<file path="src/sv/rfb_pkg.sv">
// Package: shared constants, codes and types for the record filter bitmap.
`default_nettype none
package rfb_pkg;

  // Bitmap geometry: rows of ROW_W bits in a RAM with one write port and one read port.
  localparam int MAX_IDS = 4096;
  localparam int IDX_W   = $clog2(MAX_IDS);
  localparam int CNT_W   = IDX_W + 1;
  localparam int ROW_W   = 32;
  localparam int BIT_W   = $clog2(ROW_W);
  localparam int ROWS    = MAX_IDS / ROW_W;
  localparam int ROW_AW  = $clog2(ROWS);

  // Item queue between front and back.
  localparam int QDEPTH  = 2;
  localparam int QA_W    = $clog2(QDEPTH);
  localparam int QC_W    = $clog2(QDEPTH + 1);

  // Function codes.
  localparam logic [2:0] FN_APPLY  = 3'd0;
  localparam logic [2:0] FN_TEST   = 3'd1;
  localparam logic [2:0] FN_SET    = 3'd2;
  localparam logic [2:0] FN_UNSET  = 3'd3;
  localparam logic [2:0] FN_CLEAR  = 3'd4;
  localparam logic [2:0] FN_SETALL = 3'd5;

  // Configuration register indexes.
  localparam int CFG_IDX_W = 3;
  localparam logic [CFG_IDX_W-1:0] REG_NUM_IDS  = 3'd0;
  localparam logic [CFG_IDX_W-1:0] REG_NOW_TIME = 3'd1;
  localparam logic [CFG_IDX_W-1:0] REG_AS_OF    = 3'd2;
  localparam logic [CFG_IDX_W-1:0] REG_MIN_VER  = 3'd3;
  localparam logic [CFG_IDX_W-1:0] REG_PRED_EN  = 3'd4;

  // Predicate enable bits.
  localparam int PRED_QUAR     = 0;
  localparam int PRED_TTL      = 1;
  localparam int PRED_NOT_VIS  = 2;
  localparam int PRED_INACTIVE = 3;
  localparam int PRED_VERSION  = 4;
  localparam int PRED_TT_VIS   = 5;
  localparam int PRED_TT_FROM  = 6;
  localparam int PRED_W        = 7;

  typedef struct packed {
    logic        [CNT_W-1:0]  num_ids;
    logic signed [63:0]       now_time;
    logic signed [63:0]       as_of_time;
    logic signed [31:0]       ver_floor;
    logic        [PRED_W-1:0] pred_en;
  } cfg_t;

  typedef struct packed {
    logic [2:0]       func;
    logic [IDX_W-1:0] index;
    logic             fired;
  } q_item_t;

  typedef enum logic [1:0] {
    B_IDLE,
    B_EXEC,
    B_SWEEP,
    B_FIN
  } back_state_t;

endpackage
`default_nettype wire

</file>
<file path="src/sv/rfb_front.sv">
// Front end: accepts beats and evaluates the record predicates.
`default_nettype none
module rfb_front (
  input  wire logic               in_valid,
  output logic                    in_ready,
  input  wire logic [2:0]         func,
  input  wire logic [rfb_pkg::IDX_W-1:0] index,
  input  wire logic               quarantined,
  input  wire logic               active,
  input  wire logic signed [63:0] ttl_time,
  input  wire logic signed [63:0] visible_time,
  input  wire logic signed [63:0] valid_from_time,
  input  wire logic signed [31:0] version,
  input  wire rfb_pkg::cfg_t      cfg,
  input  wire logic               q_full,
  output logic                    push,
  output rfb_pkg::q_item_t        item
);
  import rfb_pkg::*;

  logic [PRED_W-1:0] hit;
  logic              any_hit;

  always_comb begin
    hit                = '0;
    hit[PRED_QUAR]     = quarantined;
    hit[PRED_TTL]      = ($signed(ttl_time) > 64'sd0) &&
                         ($signed(ttl_time) < $signed(cfg.now_time));
    hit[PRED_NOT_VIS]  = $signed(visible_time) > $signed(cfg.now_time);
    hit[PRED_INACTIVE] = !active;
    hit[PRED_VERSION]  = $signed(version) < $signed(cfg.ver_floor);
    hit[PRED_TT_VIS]   = $signed(visible_time) > $signed(cfg.as_of_time);
    hit[PRED_TT_FROM]  = $signed(valid_from_time) > $signed(cfg.as_of_time);
  end

  assign any_hit    = |(hit & cfg.pred_en);
  assign in_ready   = !q_full;
  assign push       = in_valid && in_ready;
  assign item.func  = func;
  assign item.index = index;
  assign item.fired = (func == FN_APPLY) && any_hit;

endmodule
`default_nettype wire

</file>
<file path="config.mk">
export PLATFORM = sky130hd
export DESIGN_NAME = rfb_front
export DESIGN_NICKNAME = d
export VERILOG_FILES = /design/src/sv/rfb_pkg.sv /design/src/sv/rfb_front.sv
export SDC_FILE = /design/constraint.sdc
export NUM_CORES = 1
export LEC_CHECK = 0
export ABC_AREA = 1
export BUFFER_PORTS_ARGS = -buffer_cell sky130_fd_sc_hd__buf_2
export CAP_MARGIN = 10
export CORE_AREA = 2 2 172 174
export DETAILED_ROUTE_END_ITERATION = 8
export DIE_AREA = 0 0 174 176
export REMOVE_ABC_BUFFERS = 1
export SLEW_MARGIN = 15
export SYNTH_ARGS = -nofsm -noshare
export SYNTH_HDL_FRONTEND = slang
export SYNTH_SLANG_ARGS = --single-unit
</file>
<file path="constraint.sdc">
create_clock -name vclk -period 2.4
set_input_delay 0.48 -clock vclk [all_inputs]
set_output_delay 0.48 -clock vclk [all_outputs]
set_load 0.02 [all_outputs]
</file>
==> out/results.ini <==
[outcome]
outcome=complete, but fails checks
failed_checks=negative setup slack

[cells_and_area]
fraction_of_layout_instances_using_a_drive_strength_above_1_pct=38.4
sequential_cell_total=0
sequential_cell_area_um2=0
design_area_um2=11300
final_net_count=2341
clockBufferCount=0
layout_commonest_cell=buf_2
synthToLayoutAreaGrowth_pct=52.0
mostFrequentLayoutCells=buf_2 (395), ha_1 (253), nand2_1 (234)

[placed_design]
placement.io_buffers=404
preCtsSetupSlack_ps=-973
dpl_cell_area_um2=10400
gp_routability_congestion=0.895
place_hpwl_um=26800

[timing]
finalHoldViolations=0
timing.final.crit_share_pct=118
finalSetupViolCount=1
min_period_ps=2840
slew_worst_pin_ps=363
max-slew-margin-rel_pct=75.6
timing.final.max_slew_violations=0
final.setup.tns_ps=-436
rsz0062_at_grt=yes
layout_setup_ws_ps=-436
max_freq_mhz=353

[floorplan]
fp.dieH_um=176
top_level_ports=441
num_rows=62
die_w_um=174
fp.dieArea_um2=30600
core_region_area_um2=28500
initial_utilization_pct=26.1

[synth]
synth_top_cell_area_share_pct=48.1
synth_top_cells_by_area=ha_1 (48%), nand2_1 (13%), inv_1 (11%)
synth-seq-area-share_pct=0
synth_top_cell_by_area=ha_1
postSynthAreaPerCell_um2=6.46
synth.lib_cells_used.distinct=35
yosysWarnings=0
netlist_instances=1152
post_syn_area_um2=7440

[global_route]
via_count_of_the_first_global_routing_pass=9133
grt_remaining_overflow=0
wire_length_of_the_first_global_routing_pass_um=44600
track_usage_pct=18.0
maximum_number_of_pins_on_one_net_before_global_route_repair=4
antenna_found_initial=5

[worst_hold_path]
holdCritPathClass=in -> out

[critical_path]
crit_path_max_fanout=2
crit_required_ps=1920
critPathArrivalTime_ps=2360
setup.worst_path.end_class=primary output
timing.critical_path.from_type=primary input
worstSetupPathType=in -> out

[detailed_routing]
wirelength_um=29000
route.detailed.wl_per_inst_um=14.4
drt-pass1-iter-count=4
drt_iter0_markers=235
avgViaCountPerCell=4.55
final_ant_viol_nets=0
drc=0
via_count=9177

[pwr]
power_per_cell_area_nw_per_um2=165
peakVddDrop_mv=0.0755
total_leakage_power_nw=6.72
post-layout-total-power_mw=1.87

[run]
drv_cap=0

kinds of logic (layout without fill, tap and decap cells):
kind of cell	after synthesis	in the layout	synth area share, %
AO/OA/AOI/OAI	201	201	14.4
buffers and inverters	234	712	12.6
other	0	1	0
AND/OR/NAND/NOR	431	431	25.0
adder cells (fa/ha/maj)	286	286	48.1
final cells by class:
cell class	count	area, um^2
well taps	384	480
diodes	1	2.50
inverters	219	830
multi-input cells	918	7250
fillers	3040	17200
repair buffers	493	2750
stage by stage:
step | cells | util, % | hold WS [ps]
floorplan | 1137 | - | 960
global placement | 2007 | 36.6 | 960
detailed placement | 2007 | 36.6 | 960
CTS | 2009 | 39.0 | 960
global route | 2014 | 39.6 | 960
finish | 2015 | 39.6 | 960
routing by layer:
layer  vias up  share of wire, %  GRT usage (%)
met1      4010                41           20.8
met5         -              0.17              0
met3        36               6.1           2.91
met2       297                51           35.1
li1       4826                 -              -
met4         8               1.9           2.59
path summary, 6_finish.rpt:
check / cells past startpoint / slack [ps] / end / start
min: 0 / 960 / item[10] / index[9]
max: 18 / -440 / item[0] / visible_time[60]
synthesized netlist by cell type, drive strengths merged:
cell / count
a31oi: 1
nor3: 11
o21bai: 2
nand3: 29
a211oi: 1
nor3b: 3
nand3b: 1
a21oi: 138
o21ai: 40
a21o: 7
ha: 286
o211ai: 1
nand4: 20
nor2: 77
and3b: 1
a21boi: 2
a22oi: 1
inv: 219
and2b: 1
buf: 15
nor4: 22
and3: 1
or3: 1
nand2: 264
o21a: 8
worst max-delay path: stages:
cell and delay (ps):
buf_2 120, buf_4 130, ha_1 290, nand2_2 110, buf_4 110, nor2_1 30, a21oi_1 140, nand2_1 80
a21oi_2 180, nand2_1 80, nand2_1 60, nand3_1 70, nand2_1 80, inv_2 40, nand2_2 70, nor2_4 40
nor2_2 100, buf_6 130
repair_timing:
item	4_1_cts	5_1_grt
gates resized for setup	130	27
setup endpoints to repair	1	1
pin swaps	68	26
setup buffers	3	5
hold buffers	0	0
report_power, final:
group | internal [mW] | switching, mW
sequential | 0 | 0
clock | 0.0000000557 | 0
combinational | 0.894 | 0.973
total | 0.894 | 0.973
Power figures use the tool's default switching activity.
