File: src/sv/rfb_pkg.sv
// Package: shared constants, codes and types for the record filter bitmap.
`default_nettype none
package rfb_pkg;

  // Bitmap geometry: rows of ROW_W bits in a RAM with one write port and one read port.
  localparam int MAX_IDS = 4096;
  localparam int IDX_W   = $clog2(MAX_IDS);
  localparam int CNT_W   = IDX_W + 1;
  localparam int ROW_W   = 32;
  localparam int BIT_W   = $clog2(ROW_W);
  localparam int ROWS    = MAX_IDS / ROW_W;
  localparam int ROW_AW  = $clog2(ROWS);

  // Item queue between front and back.
  localparam int QDEPTH  = 2;
  localparam int QA_W    = $clog2(QDEPTH);
  localparam int QC_W    = $clog2(QDEPTH + 1);

  // Function codes.
  localparam logic [2:0] FN_APPLY  = 3'd0;
  localparam logic [2:0] FN_TEST   = 3'd1;
  localparam logic [2:0] FN_SET    = 3'd2;
  localparam logic [2:0] FN_UNSET  = 3'd3;
  localparam logic [2:0] FN_CLEAR  = 3'd4;
  localparam logic [2:0] FN_SETALL = 3'd5;

  // Configuration register indexes.
  localparam int CFG_IDX_W = 3;
  localparam logic [CFG_IDX_W-1:0] REG_NUM_IDS  = 3'd0;
  localparam logic [CFG_IDX_W-1:0] REG_NOW_TIME = 3'd1;
  localparam logic [CFG_IDX_W-1:0] REG_AS_OF    = 3'd2;
  localparam logic [CFG_IDX_W-1:0] REG_MIN_VER  = 3'd3;
  localparam logic [CFG_IDX_W-1:0] REG_PRED_EN  = 3'd4;

  // Predicate enable bits.
  localparam int PRED_QUAR     = 0;
  localparam int PRED_TTL      = 1;
  localparam int PRED_NOT_VIS  = 2;
  localparam int PRED_INACTIVE = 3;
  localparam int PRED_VERSION  = 4;
  localparam int PRED_TT_VIS   = 5;
  localparam int PRED_TT_FROM  = 6;
  localparam int PRED_W        = 7;

  typedef struct packed {
    logic        [CNT_W-1:0]  num_ids;
    logic signed [63:0]       now_time;
    logic signed [63:0]       as_of_time;
    logic signed [31:0]       ver_floor;
    logic        [PRED_W-1:0] pred_en;
  } cfg_t;

  typedef struct packed {
    logic [2:0]       func;
    logic [IDX_W-1:0] index;
    logic             fired;
  } q_item_t;

  typedef enum logic [1:0] {
    B_IDLE,
    B_EXEC,
    B_SWEEP,
    B_FIN
  } back_state_t;

endpackage
`default_nettype wire

File: src/sv/rfb_queue.sv
// Short item queue between the classifier and the bitmap engine.
`default_nettype none
module rfb_queue (
  input  wire logic             clk,
  input  wire logic             rst,
  input  wire logic             push,
  input  wire rfb_pkg::q_item_t push_item,
  output logic                  full,
  input  wire logic             pop,
  output rfb_pkg::q_item_t      head,
  output logic                  head_valid
);
  import rfb_pkg::*;

  q_item_t             slots [QDEPTH];
  logic [QA_W-1:0]     wr_ptr;
  logic [QA_W-1:0]     rd_ptr;
  logic [QC_W-1:0]     fill;

  assign full       = (fill == QC_W'(QDEPTH));
  assign head_valid = (fill != '0);
  assign head       = slots[rd_ptr];

  always_ff @(posedge clk) begin
    if (rst) begin
      wr_ptr <= '0;
      rd_ptr <= '0;
      fill   <= '0;
    end else begin
      if (push) begin
        wr_ptr <= (wr_ptr == QA_W'(QDEPTH - 1)) ? '0 : wr_ptr + 1'b1;
      end
      if (pop) begin
        rd_ptr <= (rd_ptr == QA_W'(QDEPTH - 1)) ? '0 : rd_ptr + 1'b1;
      end
      if (push && !pop) begin
        fill <= fill + 1'b1;
      end else if (pop && !push) begin
        fill <= fill - 1'b1;
      end
    end
  end

  always_ff @(posedge clk) begin
    if (push) begin
      slots[wr_ptr] <= push_item;
    end
  end

endmodule
`default_nettype wire

File: config.mk
export PLATFORM = sky130hd
export DESIGN_NAME = rfb_queue
export DESIGN_NICKNAME = d
export VERILOG_FILES = /design/src/sv/rfb_pkg.sv /design/src/sv/rfb_queue.sv
export SDC_FILE = /design/constraint.sdc
export NUM_CORES = 1
export LEC_CHECK = 0
export ABC_AREA = 1
export BUFFER_PORTS_ARGS = -buffer_cell sky130_fd_sc_hd__buf_2
export CORE_ASPECT_RATIO = 0.6
export CORE_MARGIN = 3
export CORE_UTILIZATION = 54
export DETAILED_ROUTE_END_ITERATION = 8
export PLACE_DENSITY = 0.84
export SLEW_MARGIN = 20
export SYNTH_ARGS = -nofsm -noshare
export SYNTH_HDL_FRONTEND = slang
export SYNTH_SLANG_ARGS = --single-unit
export TNS_END_PERCENT = 1
File: constraint.sdc
create_clock -name clk -period 2.9 [get_ports clk]
set_input_delay 0.58 -clock clk [delete_from_list [all_inputs] [get_ports clk]]
set_output_delay 0.58 -clock clk [all_outputs]
set_load 0.005 [all_outputs]
==> flow_summary.ini <==
[synthesis]
ys_top_cells_by_count = 32 x edfxtp_1, 10 x mux2_4, 9 x inv_1
synth-seq-cells = 37
synth.top_cell.area_share = 0.669
ys_types = 16
synth.most_common_cell = edfxtp_1
yosys-top-cells-area = edfxtp_1 67%, mux2_4 10%, dfxtp_1 7.0%
syn_area_sq_um = 1440
synth_warnings = 0
ys_async_sr_fraction = 0
synth_edf_count = 32
syn_area_per_cell_sq_um = 17.3
yosysSeqAreaShare = 0.739
postSynthCellCount = 83
yosys_most_used_dff = edfxtp_1
yosysTopAreaCell = edfxtp_1
syn_nets = 104

[cts]
cts_hold_buf = 0
clkLatencyLatePin_ps = 270
clk_path_buf_depth = 2
cts_setup_buffers = 0
cts_num_sinks = 37
h-tree-depth = 2
cts_root_buf = clkbuf_8
path_clk_slew_ps = 60
cts_made_buffers = 5
post_cts_resized = 0
cts_tree = yes

[pwr]
vdd_drop_max_mv = 0.487
powerDensity_nw_per_um2 = 623
p_leak_nw = 0.727

[routing]
dr_wl_met2_mm = 1.07
firstDrtPassIters = 4
wl_met3_um = 229
totalWireLength_mm = 2.23
vias_per_cell = 5.06
route.vias.total = 800
final_antenna_net_count = 0
drc = 0
dr.first_iter.drc_count = 35
highest_layer = met4
wl_per_cell_um = 14.1
wl_met1_um = 915

[sta]
finalSetupViolCount = 0
finalHoldViolations = 0
slew_violations = 0
skew_ps = 3.39
slew-limit-headroom = 0.560
fin_ws_ps = 709
rsz0062_at_grt = false
post-route-period-util = 0.755
period_minus_slack_ps = 2190
tns_ps = 0
fmax_mhz = 456
worst_slew_pin_slew_ps = 659

[setup_path]
required_ps = 2320
cpPeakStageDelay_ps = 580
r2r_cells = 2
cp_slowest_cell = dfxtp_1
cp.arrival_ps = 1610
worst_setup_path_start_kind = flop
crit_chain = buf_4 > mux2_2 > buf_2
cp_max_fo = 9
rrSetupSlack_ps = 1630
crit_type = reg2out
cp-end-kind = output pin

[die]
die_w_um = 72.6
core_sq_um = 2340
die_height_um = 46.0
initial_core_util = 0.613
row_count = 13
num_io_pins = 38
floorplan.die_area_sq_um = 3340

[global_routing]
gr-usage-all-layers = 0.155
antenna_found_initial = 0
grt_pass1_vias = 816
grt_first_pass_wirelength_mm = 3.66
grt_overflow_total = 0
grt_max_degree = 18

[layout]
register_area_sq_um = 1060
drive_gt1_frac = 0.469
n_antenna_cell = 0
finalNetCount = 148
multi_input_area_sq_um = 310
syn2layout_area_growth_pct = 19.9
fill_cells = 157
postLayoutCoreUtil = 0.736

[placed_design]
place_ws_ps = 985
place.gp.congestion = 0.738
portBuffers = 37
dpl.hpwl_mm = 1.65

[worst_hold_path]
hp-class = in2reg
hold_depth = 1

[status]
status = completed

[run]
maxCapViolCount = 0
## cell type report
class,instances,share of cell area
flip-flops and latches,37,0.616
multi-input cells,35,0.180
repair buffers,39,0.116
clock buffers,7,0.0443
well taps,30,0.0218
inverters,9,0.0196
clock inverters,1,0.00218
## placed cells by master (no fill, tap or decap), drive strengths merged
| cell type | Yosys | final |
|---|---|---|
| clkbuf | 0 | 7 |
| o21ai | 1 | 1 |
| nor3 | 1 | 1 |
| nand4 | 1 | 1 |
| buf | 2 | 39 |
| ha | 1 | 1 |
| nand3 | 1 | 1 |
| clkinv | 0 | 1 |
| a21oi | 1 | 1 |
| inv | 9 | 9 |
| nand2 | 6 | 6 |
| xnor2 | 1 | 1 |
| nor2 | 6 | 6 |
| edfxtp | 32 | 32 |
| dfxtp | 5 | 5 |
| mux2 | 16 | 16 |
## kinds of logic (layout without fill, tap and decap cells)
kind of cell / count (synthesis) / in the layout / share of synthesized area
XOR/XNOR: 1 / 1 / 0.00610
AO/OA/AOI/OAI: 2 / 2 / 0.00696
multiplexers: 16 / 16 / 0.152
AND/OR/NAND/NOR: 15 / 15 / 0.0427
buffers and inverters: 11 / 56 / 0.0453
adder cells (fa/ha/maj): 1 / 1 / 0.00871
flip-flops: 37 / 37 / 0.739
## report_power, final
part	switching, mW	total, mW	internal (mW)	leakage (nW)
clock	0.153	0.319	0.167	0.0399
combinational	0.0573	0.127	0.0698	0.345
sequential	0.0138	0.627	0.613	0.342
total	0.224	1.07	0.849	0.727
## flip-flops by register name, summed over array words and instances (netlist names), named ones only
register	cells
fill	2
rd_ptr	1
slots	32
wr_ptr	1
## worst paths after layout
path	startpoint	endpoint
min	push_item[4]	slots[1][4]$_DFFE_PP_
max	flop	head[1]
max reg2reg	wr_ptr$_SDFFE_PP0P_	slots[1][15]$_DFFE_PP_
min reg2reg	wr_ptr$_SDFFE_PP0P_	wr_ptr$_SDFFE_PP0P_
## metal layers
| metal | vias to the layer above | track usage |
|---|---|---|
| li1 | 385 | - |
| met1 | 377 | 0.191 |
| met2 | 36 | 0.246 |
| met3 | 2 | 0.0727 |
| met4 | 0 | 0.0551 |
| met5 | - | 0 |
## stage by stage
stage / instances / hold WS, ps / power, mW / area [sq um]
after detailed placement: 150 / 509 / 0.766 / 1640
after CTS: 158 / 483 / 1.09 / 1720
after floorplan: 83 / 480 / 0.716 / 1440
final: 158 / 494 / 1.07 / 1720
after global routing: 158 / 478 / 1.13 / 1720
after global placement: 150 / 495 / 0.760 / 1640
## worst max-delay path, delay by kind of cell (launching register included)
family | cells | cell delay, ps
buf+inv | 2 | 400
flops | 1 | 580
mux | 1 | 350
Power figures use the tool's default switching activity.
