$ cat src/sv/rfb_pkg.sv
// Package: shared constants, codes and types for the record filter bitmap.
`default_nettype none
package rfb_pkg;

  // Bitmap geometry: rows of ROW_W bits in a RAM with one write port and one read port.
  localparam int MAX_IDS = 4096;
  localparam int IDX_W   = $clog2(MAX_IDS);
  localparam int CNT_W   = IDX_W + 1;
  localparam int ROW_W   = 32;
  localparam int BIT_W   = $clog2(ROW_W);
  localparam int ROWS    = MAX_IDS / ROW_W;
  localparam int ROW_AW  = $clog2(ROWS);

  // Item queue between front and back.
  localparam int QDEPTH  = 2;
  localparam int QA_W    = $clog2(QDEPTH);
  localparam int QC_W    = $clog2(QDEPTH + 1);

  // Function codes.
  localparam logic [2:0] FN_APPLY  = 3'd0;
  localparam logic [2:0] FN_TEST   = 3'd1;
  localparam logic [2:0] FN_SET    = 3'd2;
  localparam logic [2:0] FN_UNSET  = 3'd3;
  localparam logic [2:0] FN_CLEAR  = 3'd4;
  localparam logic [2:0] FN_SETALL = 3'd5;

  // Configuration register indexes.
  localparam int CFG_IDX_W = 3;
  localparam logic [CFG_IDX_W-1:0] REG_NUM_IDS  = 3'd0;
  localparam logic [CFG_IDX_W-1:0] REG_NOW_TIME = 3'd1;
  localparam logic [CFG_IDX_W-1:0] REG_AS_OF    = 3'd2;
  localparam logic [CFG_IDX_W-1:0] REG_MIN_VER  = 3'd3;
  localparam logic [CFG_IDX_W-1:0] REG_PRED_EN  = 3'd4;

  // Predicate enable bits.
  localparam int PRED_QUAR     = 0;
  localparam int PRED_TTL      = 1;
  localparam int PRED_NOT_VIS  = 2;
  localparam int PRED_INACTIVE = 3;
  localparam int PRED_VERSION  = 4;
  localparam int PRED_TT_VIS   = 5;
  localparam int PRED_TT_FROM  = 6;
  localparam int PRED_W        = 7;

  typedef struct packed {
    logic        [CNT_W-1:0]  num_ids;
    logic signed [63:0]       now_time;
    logic signed [63:0]       as_of_time;
    logic signed [31:0]       ver_floor;
    logic        [PRED_W-1:0] pred_en;
  } cfg_t;

  typedef struct packed {
    logic [2:0]       func;
    logic [IDX_W-1:0] index;
    logic             fired;
  } q_item_t;

  typedef enum logic [1:0] {
    B_IDLE,
    B_EXEC,
    B_SWEEP,
    B_FIN
  } back_state_t;

endpackage
`default_nettype wire

$ cat src/sv/rfb_ram.sv
// Generic single-port-write RAM with registered read.
`default_nettype none
module rfb_ram #(
  parameter int WIDTH = 32,
  parameter int DEPTH = 128
) (
  input  wire logic                     clk,
  input  wire logic                     we,
  input  wire logic [$clog2(DEPTH)-1:0] waddr,
  input  wire logic [WIDTH-1:0]         wdata,
  input  wire logic                     re,
  input  wire logic [$clog2(DEPTH)-1:0] raddr,
  output logic      [WIDTH-1:0]         rdata
);

  logic [WIDTH-1:0] mem [DEPTH];

  always_ff @(posedge clk) begin
    if (we) begin
      mem[waddr] <= wdata;
    end
    if (re) begin
      rdata <= mem[raddr];
    end
  end

endmodule
`default_nettype wire

$ cat src/sv/rfb_back.sv
// Back end: bitmap RAM, row valid flags, set-bit counter and result register.
`default_nettype none
module rfb_back (
  input  wire logic                 clk,
  input  wire logic                 rst,
  input  wire rfb_pkg::q_item_t     q_head,
  input  wire logic                 q_valid,
  output logic                      q_pop,
  input  wire rfb_pkg::cfg_t        cfg,
  input  wire logic                 clr_store,
  output logic                      out_valid,
  input  wire logic                 out_ready,
  output logic                      filtered,
  output logic                      fired,
  output logic [rfb_pkg::CNT_W-1:0] filtered_count
);
  import rfb_pkg::*;

  back_state_t       state, state_next;
  q_item_t           cur;
  logic [ROW_AW-1:0] sweep_row;
  logic [ROWS-1:0]   row_valid;
  logic [CNT_W-1:0]  set_count;
  logic [CNT_W-1:0]  count_next;

  logic [CNT_W-1:0]  bound;
  logic [ROW_AW-1:0] cur_row;
  logic [BIT_W-1:0]  cur_bit;
  logic              in_range;
  logic [ROW_W-1:0]  ram_rdata;
  logic [ROW_W-1:0]  old_row;
  logic [ROW_W-1:0]  new_row;
  logic              old_bit;
  logic              new_bit;
  logic              wr_op;
  logic              upd;
  logic              slot_free;
  logic [CNT_W-1:0]  base;
  logic [CNT_W-1:0]  rem;
  logic [ROW_W-1:0]  sweep_mask;
  logic              last_row;

  logic              ram_we;
  logic [ROW_AW-1:0] ram_waddr;
  logic [ROW_W-1:0]  ram_wdata;
  logic              ram_re;
  logic [ROW_AW-1:0] ram_raddr;
  logic              load_out;
  logic              res_filtered;
  logic              res_fired;

  assign bound     = (cfg.num_ids > CNT_W'(MAX_IDS)) ? CNT_W'(MAX_IDS) : cfg.num_ids;
  assign cur_row   = cur.index[IDX_W-1:BIT_W];
  assign cur_bit   = cur.index[BIT_W-1:0];
  assign in_range  = {1'b0, cur.index} < bound;
  // rows never written since the last clear read as zero
  assign old_row   = row_valid[cur_row] ? ram_rdata : '0;
  assign old_bit   = old_row[cur_bit];
  assign slot_free = !out_valid || out_ready;

  always_comb begin
    case (cur.func)
      FN_APPLY: new_bit = cur.fired ? 1'b1 : old_bit;
      FN_SET:   new_bit = 1'b1;
      FN_UNSET: new_bit = 1'b0;
      FN_CLEAR: new_bit = 1'b0;
      default:  new_bit = old_bit;
    endcase
  end

  assign wr_op = (cur.func == FN_APPLY) || (cur.func == FN_SET) || (cur.func == FN_UNSET);
  assign upd   = in_range && wr_op && (new_bit != old_bit);

  always_comb begin
    new_row          = old_row;
    new_row[cur_bit] = new_bit;
  end

  // set-all row mask: ones for ids below the bound
  assign base     = {1'b0, sweep_row, {BIT_W{1'b0}}};
  assign rem      = bound - base;
  assign last_row = (sweep_row == ROW_AW'(ROWS - 1));

  always_comb begin
    if (bound >= base + CNT_W'(ROW_W)) begin
      sweep_mask = '1;
    end else if (bound <= base) begin
      sweep_mask = '0;
    end else begin
      sweep_mask = ~({ROW_W{1'b1}} << rem[BIT_W-1:0]);
    end
  end

  // next state
  always_comb begin
    state_next = state;
    unique case (state)
      B_IDLE: begin
        if (q_valid) begin
          state_next = (q_head.func == FN_SETALL) ? B_SWEEP : B_EXEC;
        end
      end
      B_EXEC: begin
        if (slot_free) begin
          state_next = B_IDLE;
        end
      end
      B_SWEEP: begin
        if (last_row) begin
          state_next = B_FIN;
        end
      end
      B_FIN: begin
        if (slot_free) begin
          state_next = B_IDLE;
        end
      end
      default: state_next = B_IDLE;
    endcase
  end

  // outputs
  always_comb begin
    q_pop        = 1'b0;
    ram_re       = 1'b0;
    ram_raddr    = q_head.index[IDX_W-1:BIT_W];
    ram_we       = 1'b0;
    ram_waddr    = cur_row;
    ram_wdata    = new_row;
    load_out     = 1'b0;
    res_filtered = !in_range || new_bit;
    res_fired    = 1'b0;
    count_next   = set_count;
    unique case (state)
      B_IDLE: begin
        q_pop  = q_valid;
        ram_re = q_valid;
      end
      B_EXEC: begin
        if (slot_free) begin
          load_out  = 1'b1;
          ram_we    = upd;
          res_fired = cur.fired;
          if (cur.func == FN_CLEAR) begin
            count_next = '0;
          end else if (upd) begin
            count_next = new_bit ? set_count + 1'b1 : set_count - 1'b1;
          end
        end
      end
      B_SWEEP: begin
        ram_we    = 1'b1;
        ram_waddr = sweep_row;
        ram_wdata = sweep_mask;
      end
      B_FIN: begin
        res_filtered = 1'b1;
        if (slot_free) begin
          load_out   = 1'b1;
          count_next = bound;
        end
      end
      default: begin
        q_pop = 1'b0;
      end
    endcase
  end

  rfb_ram #(
    .WIDTH(ROW_W),
    .DEPTH(ROWS)
  ) u_bits (
    .clk  (clk),
    .we   (ram_we),
    .waddr(ram_waddr),
    .wdata(ram_wdata),
    .re   (ram_re),
    .raddr(ram_raddr),
    .rdata(ram_rdata)
  );

  always_ff @(posedge clk) begin
    if (rst) begin
      state     <= B_IDLE;
      row_valid <= '0;
      set_count <= '0;
      out_valid <= 1'b0;
    end else begin
      state <= state_next;
      if (clr_store) begin
        row_valid <= '0;
        set_count <= '0;
      end else begin
        set_count <= count_next;
        if (state == B_EXEC && slot_free && cur.func == FN_CLEAR) begin
          row_valid <= '0;
        end else if (ram_we) begin
          row_valid[ram_waddr] <= 1'b1;
        end
      end
      if (load_out) begin
        out_valid <= 1'b1;
      end else if (out_ready) begin
        out_valid <= 1'b0;
      end
    end
  end

  always_ff @(posedge clk) begin
    if (q_pop) begin
      cur       <= q_head;
      sweep_row <= '0;
    end else if (state == B_SWEEP) begin
      sweep_row <= sweep_row + 1'b1;
    end
    if (load_out) begin
      filtered       <= res_filtered;
      fired          <= res_fired;
      filtered_count <= count_next;
    end
  end

  a_count_in_bound: assert property (@(posedge clk) disable iff (rst)
    set_count <= bound)
    else $error("set count above bound");

  a_result_slot_free: assert property (@(posedge clk) disable iff (rst)
    load_out |-> (!out_valid || out_ready))
    else $error("result overwrote a pending beat");

  a_sweep_ends: assert property (@(posedge clk) disable iff (rst)
    (state == B_SWEEP && last_row) |=> (state == B_FIN))
    else $error("set-all sweep did not finish");

endmodule
`default_nettype wire

$ cat config.mk
export PLATFORM = sky130hd
export DESIGN_NAME = rfb_back
export DESIGN_NICKNAME = d
export VERILOG_FILES = /design/src/sv/rfb_pkg.sv /design/src/sv/rfb_ram.sv /design/src/sv/rfb_back.sv
export SDC_FILE = /design/constraint.sdc
export NUM_CORES = 2
export LEC_CHECK = 0
export BUFFER_PORTS_ARGS = -buffer_cell sky130_fd_sc_hd__buf_2
export CORE_MARGIN = 3
export CORE_UTILIZATION = 55
export DETAILED_ROUTE_END_ITERATION = 10
export HOLD_SLACK_MARGIN = 0.15
export PLACE_DENSITY_LB_ADDON = 0.15
export SYNTH_ARGS = -nofsm -noshare
export SYNTH_HDL_FRONTEND = slang
export SYNTH_HIERARCHICAL = 1
export SYNTH_SLANG_ARGS = --single-unit
$ cat constraint.sdc
create_clock -name clk -period 17.9 [get_ports clk]
set_input_delay 0 -clock clk [delete_from_list [all_inputs] [get_ports clk]]
set_output_delay 0 -clock clk [all_outputs]
set_load 0.02 [all_outputs]
==> impl_metrics.py <==
metrics = {
    "clocking": {
        "cts.root.buffer_cell": "clkbuf_16",
        "cts_buffers": 421,
        "path_clk_slew_ns": 0.06,
        "cts_setup_buffers": 0,
        "clk_latency_ns": 0.98,
        "hold_buffers": 55,
        "cts_buffer_depth": 4,
        "cts.sinks": 4310,
        "cts_resized": 0,
        "cts_tree": "built",
        "cts_max_level": 5,
    },
    "sta": {
        "fin_crit_sh_pct": 43.4,
        "max_freq_mhz": 129,
        "skew_ns": 0.0636,
        "slew_viol_final": 0,
        "final-setup-viol-count": 0,
        "finalHoldViolCount": 0,
        "worst_slew_pin_slew_ns": 1.25,
        "relSlewSlack_pct": 16.7,
        "fin_crit_ns": 7.76,
        "fin_setup_tns_ns": 0,
        "rsz0062_at_grt": "no",
    },
    "power_and_ir_drop": {
        "power.leakage_nw": 58.5,
        "p_per_area_nw_per_um2": 135,
        "fin_total_pwr_w": 0.0254,
        "ir_drop_mv": 0.134,
    },
    "setup_path": {
        "reg2reg_from": "cur[6]$_DFFE_PP_",
        "cp-start-kind": "flop",
        "cp.arrival_ns": 8.32,
        "crit-reg2reg-capture": "u_bits/mem[22][1]$_DFFE_PP_",
        "r2r_setup_slack_ns": 10.14,
        "crit_path_end_kind": "flop",
        "cp_max_fo": 47,
        "reg2reg_depth": 15,
        "criticalPathCategory": "reg2reg",
        "cp.required_ns": 18.46,
    },
    "layout": {
        "synthToLayoutAreaGrowth_pct": 12.8,
        "drive_gt1_share_pct": 31.5,
        "fill_cells": 19700,
        "multi_input_area_sq_um": 38400,
        "final_cell_mix": "edfxtp_1, mux4_2, clkbuf_16",
        "final_common_cell": "edfxtp_1",
        "fin_nets": 7774,
        "ff_latch_area_sq_um": 128000,
    },
    "logic_synthesis": {
        "synth_fa_ha_area_share_pct": 0.335,
        "synth_xor_area_share_pct": 0.110,
        "muxShareOfSynthArea_pct": 19.0,
        "ys_ff_latch": 4310,
        "async_reset_ff_share_pct": 0,
        "yosys.area_share.simple_pct": 1.42,
        "synth-compound-area-share_pct": 1.24,
        "avgSynthCellArea_sq_um": 23.4,
        "yosysSeqAreaShare_pct": 76.8,
        "yosysWarnings": 6,
        "yosys.area.top_type": "edfxtp_1",
        "synth_top_area_share_pct": 75.0,
        "synth_edf_count": 4159,
        "syn_inst": 7132,
        "ys_types": 54,
        "synthesis.nets": 7377,
        "synthTopCellsByArea": "edfxtp_1, mux4_2, dfxtp_1",
        "synth_top_family_by_area": "multiplexers",
        "netlist_area_sq_um": 167000,
        "synth-main-ff-cell": "edfxtp_1",
    },
    "die": {
        "die_y_um": 556,
        "num_rows": 201,
        "die-area_sq_um": 309000,
        "start_util_pct": 55.4,
        "core_sq_um": 301000,
        "pin_count": 218,
        "die_w_um": 556,
    },
    "detailed_routing": {
        "ant_nets": 0,
        "vias": 79600,
        "post_drt_via_cell_ratio": 6.72,
        "drtIter0Drc": 11100,
        "detail_route.wl_per_cell_um": 35.5,
        "firstDrtPassIters": 6,
        "drc": 0,
        "routed_wl_um": 421000,
    },
    "placed_design": {
        "portBuffers": 50,
        "gp_congestion": 0.881,
        "post-dp-hpwl_um": 228000,
    },
    "grt": {
        "grt_pass1_wl_um": 595000,
        "antenna_found_initial": 51,
        "grt_start_max_net_pins": 131,
        "gr-total-overflow": 0,
        "grt_usage_pct": 27.4,
        "grt_pass1_vias": 79200,
    },
    "min_path": {
        "min_path_cells": 2,
        "worstHoldPathType": "in2reg",
        "hp-start": "q_head[7]",
        "min_to": "cur[7]$_DFFE_PP_",
    },
    "outcome": {
        "status": "finished clean",
    },
    "job": {
        "max-cap-violations": 0,
    },
}
-- cells by family (layout without fill, tap and decap cells) --
family	Yosys count	after routing
AND/OR/NAND/NOR	552	552
flip-flops	4310	4310
buffers and inverters	429	1168
adder cells (fa/ha/maj)	44	44
multiplexers	1450	1450
AO/OA/AOI/OAI	326	326
other	0	18
XOR/XNOR	21	21
-- layout make-up --
cell class / count / share of cell area (%)
Antenna cell: 18 / 0.0240
Sequential cell: 4310 / 68.1
Clock buffer: 509 / 5.89
Tap cell: 3958 / 2.64
Clock inverter: 256 / 1.39
Timing Repair Buffer: 364 / 1.52
Inverter: 39 / 0.0779
Multi-Input combinational cell: 2393 / 20.4
-- cells in the mapped netlist (8+ instances only) --
cell type     n
nor3_1       22
o22ai_1      14
mux2_2       38
o21ai_0     153
buf_1        57
mux4_2     1371
a22oi_1      25
nand2b_1     12
edfxtp_1   4159
nor2_1      167
nor2b_1      25
dfxtp_1     151
nand4_1      11
clkbuf_1    241
nand3_1      43
mux2i_1      41
a32oi_1      36
inv_1        39
xnor2_1      17
a21oi_1      28
a31oi_1       8
buf_2        83
nand2_1     242
a21o_1       11
ha_1         43
o221ai_1     21
-- stage by stage --
| stage | setup slack (ns) | instance area (sq um) | hold WS (ns) | utilization [%] | instances |
|---|---|---|---|---|---|
| 2_1_floorplan | 8.59 | 167000 | 0.0691 | - | 7132 |
| 3_3_place_gp | 10.37 | 174000 | 0.184 | 57.8 | 11000 |
| 3_5_place_dp | 10.19 | 174000 | 0.178 | 57.8 | 11000 |
| 4_1_cts | 10.16 | 188000 | 0.188 | 62.5 | 11800 |
| 5_1_grt | 9.87 | 188000 | 0.228 | 62.5 | 11800 |
| 6_report | 10.14 | 188000 | 0.208 | 62.5 | 11800 |
-- worst max path at each step --
stage                                start                      endpoint  slack, ns  cells past startpoint
final                     cur[6]$_DFFE_PP_   u_bits/mem[22][1]$_DFFE_PP_      10.14                     15
after floorplan           cur[6]$_DFFE_PP_   u_bits/mem[0][15]$_DFFE_PP_       8.59                     15
after detailed placement  cur[6]$_DFFE_PP_   u_bits/mem[22][9]$_DFFE_PP_      10.19                     15
after CTS                 cur[6]$_DFFE_PP_   u_bits/mem[22][1]$_DFFE_PP_      10.16                     15
after global placement    cur[6]$_DFFE_PP_  u_bits/mem[22][27]$_DFFE_PP_      10.37                     15
after global routing      cur[6]$_DFFE_PP_  u_bits/mem[22][13]$_DFFE_PP_       9.87                     15
-- where the power goes --
group	switching (W)	leakage [nW]	internal (W)
registers	0.0000609	39.2	0.0129
clock network	0.00372	6.63	0.00505
logic	0.00292	12.6	0.000696
-- worst max-delay path, stage by stage (launching register included) --
cell and delay, ns:
edfxtp_1 0.35, buf_4 0.68, mux4_2 0.61, mux4_2 0.50, a22oi_1 0.31, nand3_1 0.15
a32o_1 0.32, buf_4 0.27, nand3_1 0.14, a32oi_1 0.16, o41ai_4 0.61, and2_1 0.65
nor2b_1 0.47, nand3_2 0.88, nor2_4 0.56, buf_4 0.61
-- registers in the layout (all words and copies together), names as in the netlist --
signal,count
out_valid,1
cur,16
u_bits/rdata,32
state,2
u_bits/mem,4096
fired,1
row_valid,128
filtered,1
sweep_row,7
set_count,13
filtered_count,13
-- metal layers --
metal  wire length [um]  part of all wire [%]  GRT usage (%)
met4              12000                   2.9           7.39
met3              44700                    11           5.76
met5                 70                 0.017              0
met2             199000                    47           42.2
met1             165000                    39           40.7
Power figures use the tool's default switching activity.
